===== config.mk =====
export PLATFORM = sky130hd
export DESIGN_NAME = pcc_divide
export DESIGN_NICKNAME = d
export VERILOG_FILES = /design/src/design/particle_code_converter_assert.svh /design/src/design/pcc_pkg.sv /design/src/design/pcc_divide.sv
export SDC_FILE = /design/constraint.sdc
export NUM_CORES = 2
export LEC_CHECK = 0
export ABC_AREA = 1
export BUFFER_PORTS_ARGS = -buffer_cell sky130_fd_sc_hd__buf_2
export CORE_MARGIN = 3
export CORE_UTILIZATION = 55
export CTS_BUF_LIST = sky130_fd_sc_hd__clkbuf_4 sky130_fd_sc_hd__clkbuf_8
export DETAILED_ROUTE_END_ITERATION = 8
export PLACE_DENSITY = 0.74
export SYNTH_ARGS = -nofsm -noshare
export SYNTH_HDL_FRONTEND = slang
export SYNTH_SLANG_ARGS = --single-unit

===== constraint.sdc =====
create_clock -name i_clk -period 7.7 [get_ports i_clk]
set_input_delay 1.155 -clock i_clk [delete_from_list [all_inputs] [get_ports i_clk]]
set_output_delay 1.155 -clock i_clk [all_outputs]
set_load 0.05 [all_outputs]

===== src/design/particle_code_converter_assert.svh =====
// Assertion macros used by the particle code converter top level.
`ifndef PARTICLE_CODE_CONVERTER_ASSERT_SVH
`define PARTICLE_CODE_CONVERTER_ASSERT_SVH

// Clocked check, off while reset is held.
`define PCC_ASSERT(lbl, prop, msg) \
    lbl: assert property (@(posedge i_clk) disable iff (!i_rst_n) prop) else $error(msg);

// Clocked check that also runs through reset.
`define PCC_ASSERT_RST(lbl, prop, msg) \
    lbl: assert property (@(posedge i_clk) prop) else $error(msg);

`endif


===== src/design/pcc_pkg.sv =====
// Types, constants and lookup tables of the particle code converter.
package pcc_pkg;

    typedef logic signed [31:0] t_code;

    typedef enum logic [1:0] {
        CMD_OLD_TO_STD = 2'd0,
        CMD_NEW_TO_STD = 2'd1,
        CMD_STD_TO_OLD = 2'd2,
        CMD_STD_TO_NEW = 2'd3
    } t_cmd;

    typedef struct packed {
        logic  hit;
        t_code val;
    } t_dir;

    typedef struct packed {
        logic        neg;
        logic        ion_rng;
        logic [21:0] q1;
        logic [11:0] q2;
        logic [9:0]  low3;
        logic [20:0] q10;
        logic [11:0] z;
        logic [3:0]  iso;
    } t_digits;

    localparam int OLD_COUNT    = 35;
    localparam int NEW_COUNT    = 37;
    localparam logic [5:0] NEW_ION_TYPE = 6'd37;

    localparam logic [31:0] ION_BASE = 32'd1000000000;
    localparam logic [31:0] ION_MAX  = 32'd1009999990;

    // Reciprocals for exact division by constants: q = (x * K) >> shift.
    localparam logic [31:0] K_DIV1000_A = 32'd2199023256; // shift 41, x < 2^31
    localparam logic [22:0] K_DIV1000_B = 23'd4294968;    // shift 32, x < 2^22
    localparam logic [23:0] K_DIV10     = 24'd13421773;   // shift 27, x < 2^24
    localparam logic [20:0] K_DIV1000_C = 21'd1073742;    // shift 30, x < 2^21

    function automatic t_code old_tab(input logic [5:0] idx);
        t_code v;
        v = '0;
        case (idx)
            6'd1:  v = 32'sd2112;
            6'd2:  v = 32'sd22;
            6'd3:  v = 32'sd11;
            6'd4:  v = 32'sd13;
            6'd5:  v = 32'sd15;
            6'd6:  v = 32'sd12;
            6'd7:  v = 32'sd14;
            6'd8:  v = 32'sd16;
            6'd9:  v = 32'sd2212;
            6'd10: v = 32'sd3122;
            6'd11: v = 32'sd3222;
            6'd12: v = 32'sd3112;
            6'd13: v = 32'sd3322;
            6'd14: v = 32'sd3312;
            6'd15: v = 32'sd3334;
            6'd16: v = 32'sd4122;
            6'd17: v = 32'sd4232;
            6'd18: v = 32'sd4132;
            6'd19: v = 32'sd5122;
            6'd20: v = 32'sd211;
            6'd21: v = 32'sd111;
            6'd22: v = 32'sd321;
            6'd23: v = 32'sd310;
            6'd24: v = 32'sd130;
            6'd25: v = 32'sd411;
            6'd26: v = 32'sd421;
            6'd27: v = 32'sd431;
            6'd28: v = 32'sd521;
            6'd29: v = 32'sd511;
            6'd30: v = 32'sd531;
            6'd31: v = 32'sd1000010020;
            6'd32: v = 32'sd1000010030;
            6'd33: v = 32'sd1000020030;
            6'd34: v = 32'sd1000020040;
            default: v = '0;
        endcase
        return v;
    endfunction

    function automatic t_code new_tab(input logic [5:0] idx);
        t_code v;
        v = '0;
        case (idx)
            6'd1:  v = 32'sd2112;
            6'd2:  v = 32'sd22;
            6'd3:  v = 32'sd11;
            6'd4:  v = 32'sd13;
            6'd5:  v = -32'sd2112;
            6'd6:  v = 32'sd12;
            6'd7:  v = 32'sd14;
            6'd8:  v = -32'sd11;
            6'd9:  v = 32'sd2212;
            6'd10: v = 32'sd3122;
            6'd11: v = 32'sd3222;
            6'd12: v = 32'sd3112;
            6'd13: v = 32'sd3322;
            6'd14: v = 32'sd3312;
            6'd15: v = 32'sd3334;
            6'd16: v = -32'sd13;
            6'd17: v = -32'sd12;
            6'd18: v = -32'sd14;
            6'd19: v = -32'sd2212;
            6'd20: v = 32'sd211;
            6'd21: v = 32'sd111;
            6'd22: v = 32'sd321;
            6'd23: v = 32'sd310;
            6'd24: v = 32'sd130;
            6'd25: v = -32'sd3122;
            6'd26: v = -32'sd3222;
            6'd27: v = -32'sd3112;
            6'd28: v = -32'sd3322;
            6'd29: v = -32'sd3312;
            6'd30: v = -32'sd3334;
            6'd31: v = 32'sd1000010020;
            6'd32: v = 32'sd1000010030;
            6'd33: v = 32'sd1000020030;
            6'd34: v = 32'sd1000020040;
            6'd35: v = -32'sd211;
            6'd36: v = -32'sd321;
            default: v = '0;
        endcase
        return v;
    endfunction

endpackage


===== src/design/pcc_divide.sv =====
// Three-stage digit split by reciprocal multiplication for ion codes.
module pcc_divide
    import pcc_pkg::*;
(
    input  logic    i_clk,
    input  logic    i_en,
    input  t_code   i_code,
    output t_digits o_dig
);

    // Stage 2: magnitude, ion offset, code / 1000
    logic [31:0] mag;
    logic [63:0] p1;
    logic [21:0] r2_q1;
    logic [30:0] r2_c;
    logic [23:0] r2_r;
    logic        r2_neg, r2_ion;

    always_comb begin
        mag = i_code[31] ? 32'(-i_code) : 32'(i_code);
        p1  = 64'(i_code[30:0]) * 64'(K_DIV1000_A);
    end

    always_ff @(posedge i_clk) begin
        if (i_en) begin
            r2_q1  <= p1[62:41];
            r2_c   <= i_code[30:0];
            r2_r   <= 24'(mag - ION_BASE);
            r2_neg <= i_code[31];
            r2_ion <= (mag > ION_BASE) && (mag <= ION_MAX);
        end
    end

    // Stage 3: second /1000, low three digits, ion offset / 10
    logic [44:0] p2;
    logic [47:0] p3;
    logic [31:0] low_full;
    logic [21:0] r3_q1;
    logic [11:0] r3_q2;
    logic [9:0]  r3_low3;
    logic [20:0] r3_q10;
    logic [23:0] r3_r;
    logic        r3_neg, r3_ion;

    always_comb begin
        p2       = 45'(r2_q1) * 45'(K_DIV1000_B);
        p3       = 48'(r2_r) * 48'(K_DIV10);
        low_full = 32'(r2_c) - 32'(r2_q1) * 32'd1000;
    end

    always_ff @(posedge i_clk) begin
        if (i_en) begin
            r3_q1   <= r2_q1;
            r3_q2   <= p2[43:32];
            r3_low3 <= low_full[9:0];
            r3_q10  <= p3[47:27];
            r3_r    <= r2_r;
            r3_neg  <= r2_neg;
            r3_ion  <= r2_ion;
        end
    end

    // Stage 4: Z and isomer level
    logic [41:0] p4;
    logic [23:0] iso_full;
    t_digits     r4_dig;

    always_comb begin
        p4       = 42'(r3_q10) * 42'(K_DIV1000_C);
        iso_full = r3_r - 24'(r3_q10) * 24'd10;
    end

    always_ff @(posedge i_clk) begin
        if (i_en) begin
            r4_dig.neg     <= r3_neg;
            r4_dig.ion_rng <= r3_ion;
            r4_dig.q1      <= r3_q1;
            r4_dig.q2      <= r3_q2;
            r4_dig.low3    <= r3_low3;
            r4_dig.q10     <= r3_q10;
            r4_dig.z       <= p4[41:30];
            r4_dig.iso     <= iso_full[3:0];
        end
    end

    assign o_dig = r4_dig;

endmodule

Word level (Yosys, flattened, before mapping)
Cells that the tools add are included.
Cells by class
  $add $sub $neg: 4
  mux-type cells: 1
  reductions and logical operators: 1
  multipliers: 6
  order comparisons: 2
Operator list (count)
  multiplier 64 x 29 -> 60 bit (second input constant): 1
  multiplier 24 x 24 -> 48 bit (second input constant): 1
  multiplier 21 x 20 -> 41 bit (second input constant): 1
  multiplier 22 x 20 -> 41 bit (second input constant): 1
  greater-than comparator 32 x 30 -> 1 bit (second input constant): 1
  less-or-equal comparator 32 x 30 -> 1 bit (second input constant): 1
  2-to-1 mux 32 bit: 1
  negation 32 bit: 1
  subtractor 24 bit (second input constant): 1
  multiplier 22 x 7 -> 7 bit (second input constant): 1
  multiplier 21 x 3 -> 3 bit (second input constant): 1
  subtractor 10 bit: 1
  subtractor 4 bit: 1
  logical AND 1 bit: 1
Storage, ports and cells
  output and inout port bits: 83
  bits in registers: 212
  bits of input ports: 34
  word-level logic and storage cells: 34

Depth between registers and ports, before layout
  word-level depth: 4
  mapped depth: 28
  mapped depth without buffers: 28

Least setup slack after synthesis
No wires, ideal clock.
  path type: input to register
  start: input i_code[30]
  end: register r2_q1[16], data pin
  data required time: 7442 ps
  buffers on the path: 2
  slack: 155 ps
  arrival time: 7287 ps
  stages on the path: 24
  library setup time: 258 ps
  cells stage by stage: buf_4 > inv_1 > buf_2 > ha_1 > inv_1 > fa_1 > inv_1 > ha_1 > fa_1 > fa_1 > fa_1 > fa_1 > inv_1 > fa_1 > inv_1 > ha_1 > nand2_1 > nor2_1 > nand2_1 > nor4_1 > nand3_1 > nand3_1 > a21oi_1 > xnor2_1
On the way
  word-level cells in the longest chain between the ends: 1
Ends and longest elaborated chain
  from (decl): RTL line pcc_divide.sv:7  | input t_code i_code,
  multiplier 64 x 29 -> 60 bit: RTL line pcc_divide.sv:21  | p1 = 64'(i_code[30:0]) * 64'(K_DIV1000_A);
  via p1[57]: RTL line pcc_divide.sv:13  | logic [63:0] p1;
  to (signal assigned): RTL line pcc_divide.sv:26  | r2_q1 <= p1[62:41];
  to (decl): RTL line pcc_divide.sv:14  | logic [21:0] r2_q1;
The timed path passes the listed nets, and every way through them passes these cells.
A chain may end at the register's enable or synchronous reset.

Worst setup path after layout
  start: input i_code[4]
  end: register r2_q1[8], data pin
The elaborated chain is that of the path after synthesis.

==> summary.md <==
| Metric | Value |
|---|---|
| Max incr delay on CP | `560 ps` |
| Highest metal used | `met5` |
| Worst-path fanout max | `12` |
| Vias | `35600` |
| Final setup fails | `0` |
| Status | `finished clean` |
| Commonest cells in the netlist | `inv_1, ha_1, fa_1, nand2_1, nor2_1` |
| H-tree depth | `2` |
| Fin crit period | `7020 ps` |
| Non-Filler Instances | `6641` |
| Final hold viol count | `0` |
| Buffers on Ports | `116` |
| Total die area | `91900 um2` |
| CP endpoint kind | `flop` |
| Reg area | `between 6000 and 7000 um2` |
| Post-synth EDFFs | `209` |
| Starting density of the core | `55.7%` |
| Root Buffer | `clkbuf_8` |
| Top Ports | `117` |
| Antenna violations before repair | `4` |
| Pin count of the biggest net entering global routing | `110` |
| Crit path DAT | `7380 ps` |
| GPL Wtd Cong | `roughly 1.0` |
| Rows | `108` |
| Fillcell total | `7580` |
| Post-route ant nets | `0` |
| Yosys cell types | `50` |
| RSZ-0062 raised after global routing | `no` |
| Flops & latches, synth | `209` |
| Most used DFF post-synth | `edfxtp_1` |
| Share of layout cells above drive strength 1 | `5.56%` |
| Share of Yosys cell area claimed by the top area cell type | `31.7%` |
| Synthesis Warnings | `0` |
| # DRC | `0` |
| Cell Area, Synth | `a little under 50000 um2` |
| Total GRT Usage | `30.6%` |
| Max cap viols | `0` |
| CTS Sinks | `209` |
| Multi-input logic area | `36500 um2` |
| Vias in the first global route | `38100` |
| Final wirelength | `136000 um` |
| Worst path required time | `8060 ps` |
| DR WL/cell | `20.5 um` |
| Num CTS Buffers | `40` |
| Syn-to-layout area delta | `6.85%` |
| Vias per Instance | `around 5.4` |
| Clock transition at path regs | `80 ps` |
| Post-Synthesis Cells | `5236` |
| First-pass GRT wire length | `214000 um` |
| Async set or reset register ratio after synthesis | `0%` |
| Total negative slack | `0 ps` |
| Chip width | `303 um` |
| Placed Instances | `about 6600` |
| Post-CTS sizing | `0` |
| Relative slew slack | `38.4%` |
| Final HPWL DP | `roughly 120000 um` |
| Most used cell along the critical path | `fa_1` |
| DR WL met2 | `roughly 64000 um` |
| Clock Latency Late Sink | `630 ps` |
| Crit-path cells | `buf_2 -> inv_1 -> ha_1 -> fa_1 -> fa_1 -> inv_1 -> fa_1 -> inv_1 -> fa_1 -> ha_1 -> fa_1 -> inv_1 -> fa_1 -> inv_1 -> ha_1 -> a21oi_1 -> a21boi_0 -> o21ai_0 -> nand2_1 -> nand2_1 -> nand2_1 -> nand3_1 -> a21oi_1 -> xnor2_1` |
| Startpoint Class | `input pin` |
| HP Class | `reg2reg` |
| Fin nets | `7264` |
| CTS Buffer Depth | `3` |
| Number of post-CTS setup repair buffers | `0` |
| CTS tree | `built` |
| Core area | `87200 um2` |
| Most common cell in the synthesized netlist | `inv_1` |
| Wl on met1 | `57600 um` |
| Hold-fix buffers, CTS | `0` |
| Yosys top cell by area | `fa_1` |
| Post-synthesis sequential area ratio | `12.9%` |
| Reg2reg setup slack | `around 1100 ps` |
| Setup Skew | `51.3 ps` |
| Initial DRT Pass Iterations | `5` |
| Fin crit share | `slightly above 90%` |
| Met3 Wirelength | `between 9000 and 10000 um` |
| Slowest cell on the critical path | `fa_1` |
| Synth area leaders | `fa_1, ha_1, edfxtp_1, inv_1, nand2_1` |
| Remaining global-route overflow | `0` |
| Die height | `303 um` |
| Synthesized area per cell | `9.28 um2` |
| Worst slew pin tran | `924 ps` |
| Setup Crit Path Kind | `in2reg` |
| Max-slew violation count | `0` |
| Starting DRC count in detailed routing | `around 2200` |
| Synth Net Count | `7044` |
| Max Clk Rate | `about 140 MHz` |
==> critical path: cells and delay by family <==
| kind | cells | cell delay, ps |
|---|---|---|
| XOR/XNOR | 1 | 90 |
| adder cells (fa/ha/maj) | 9 | 3920 |
| buffers and inverters | 6 | 780 |
| AO/OA/AOI/OAI | 4 | 1020 |
| AND/OR/NAND/NOR | 4 | 410 |
==> final cells by class <==
type / count / area share (%)
multi-input combinational: 3486 / 70.3
timing repair buffer: 188 / 2.20
clock buffer: 49 / 1.20
antenna: 1 / 0.00482
inverter: 1531 / 11.1
clock inverter: 22 / 0.354
tap: 1155 / 2.78
sequential: 209 / 12.1
==> stage by stage <==
| step | worst slack, ps | hold slack (ps) | area, um2 | util (%) |
|---|---|---|---|---|
| 2_1_floorplan | 155 | 400 | 48600 | - |
| 4_1_cts | 796 | 386 | 51900 | 59.6 |
| 5_1_grt | 491 | 394 | 51900 | 59.6 |
| 6_report | 682 | 386 | 51900 | 59.6 |
| 3_3_place_gp | 209 | 401 | 51100 | 58.6 |
| 3_5_place_dp | 126 | 405 | 51100 | 58.6 |
==> layout by cell type (no fill, tap or decap), types with 6 or more instances in the layout <==
master / netlist / layout
fa_1: 769 / 769
nor4_1: 16 / 16
buf_2: 3 / 115
o21ai_0: 156 / 156
buf_4: 4 / 71
nand3_2: 7 / 7
nand4_1: 35 / 35
a21o_1: 34 / 34
xnor2_1: 33 / 33
nand3_1: 109 / 109
xor2_1: 70 / 70
o221ai_1: 6 / 6
clkbuf_8: 0 / 41
edfxtp_1: 209 / 209
a21oi_1: 217 / 217
o21a_1: 15 / 15
nor3_1: 27 / 27
ha_1: 1005 / 1005
o211ai_1: 10 / 10
clkinv_1: 0 / 8
nand2_2: 27 / 27
nor2_1: 300 / 300
a21boi_0: 14 / 14
o21bai_1: 14 / 14
clkbuf_4: 0 / 8
nand2_1: 537 / 537
a31oi_1: 38 / 38
inv_1: 1527 / 1526
==> cell families after synthesis <==
family / count (synthesis) / synth area share [%]
compound gates: 527 / 6.17
xor+xnor: 106 / 1.97
fa+ha+maj: 1774 / 57.6
buf+inv: 1541 / 12.0
flops: 209 / 12.9
simple gates: 1079 / 9.40
==> path summary, 6_finish.rpt <==
kind	startpoint	endpoint	depth (start not counted)
hold reg to reg	r3_low3[0]	o_dig[37]	0
setup reg to reg	r2_r[3]	r3_q10[10]	21
hold / removal	r3_low3[0]	o_dig[37]	0
setup / recovery	i_code[4]	r2_q1[8]	24
==> sequential cells by signal (all words and copies together) (netlist names) <==
name,flops
r3_q2,12
r2_ion,1
r2_r,23
r3_q1,22
r3_ion,1
r2_q1,22
r2_c,10
r3_low3,10
r3_neg,1
o_dig,82
r3_q10,21
r2_neg,1
r3_r,3
==> layer usage <==
metal | up-vias | GRT usage [%]
li1 | 16800 | -
met1 | 17400 | 40.3
met2 | 1170 | 51.8
met3 | 255 | 4.83
met4 | 4 | 10.3
met5 | - | 0
Power is not shown: default switching activity piles up to over one toggle a cycle in this logic, so the estimate is an artifact.
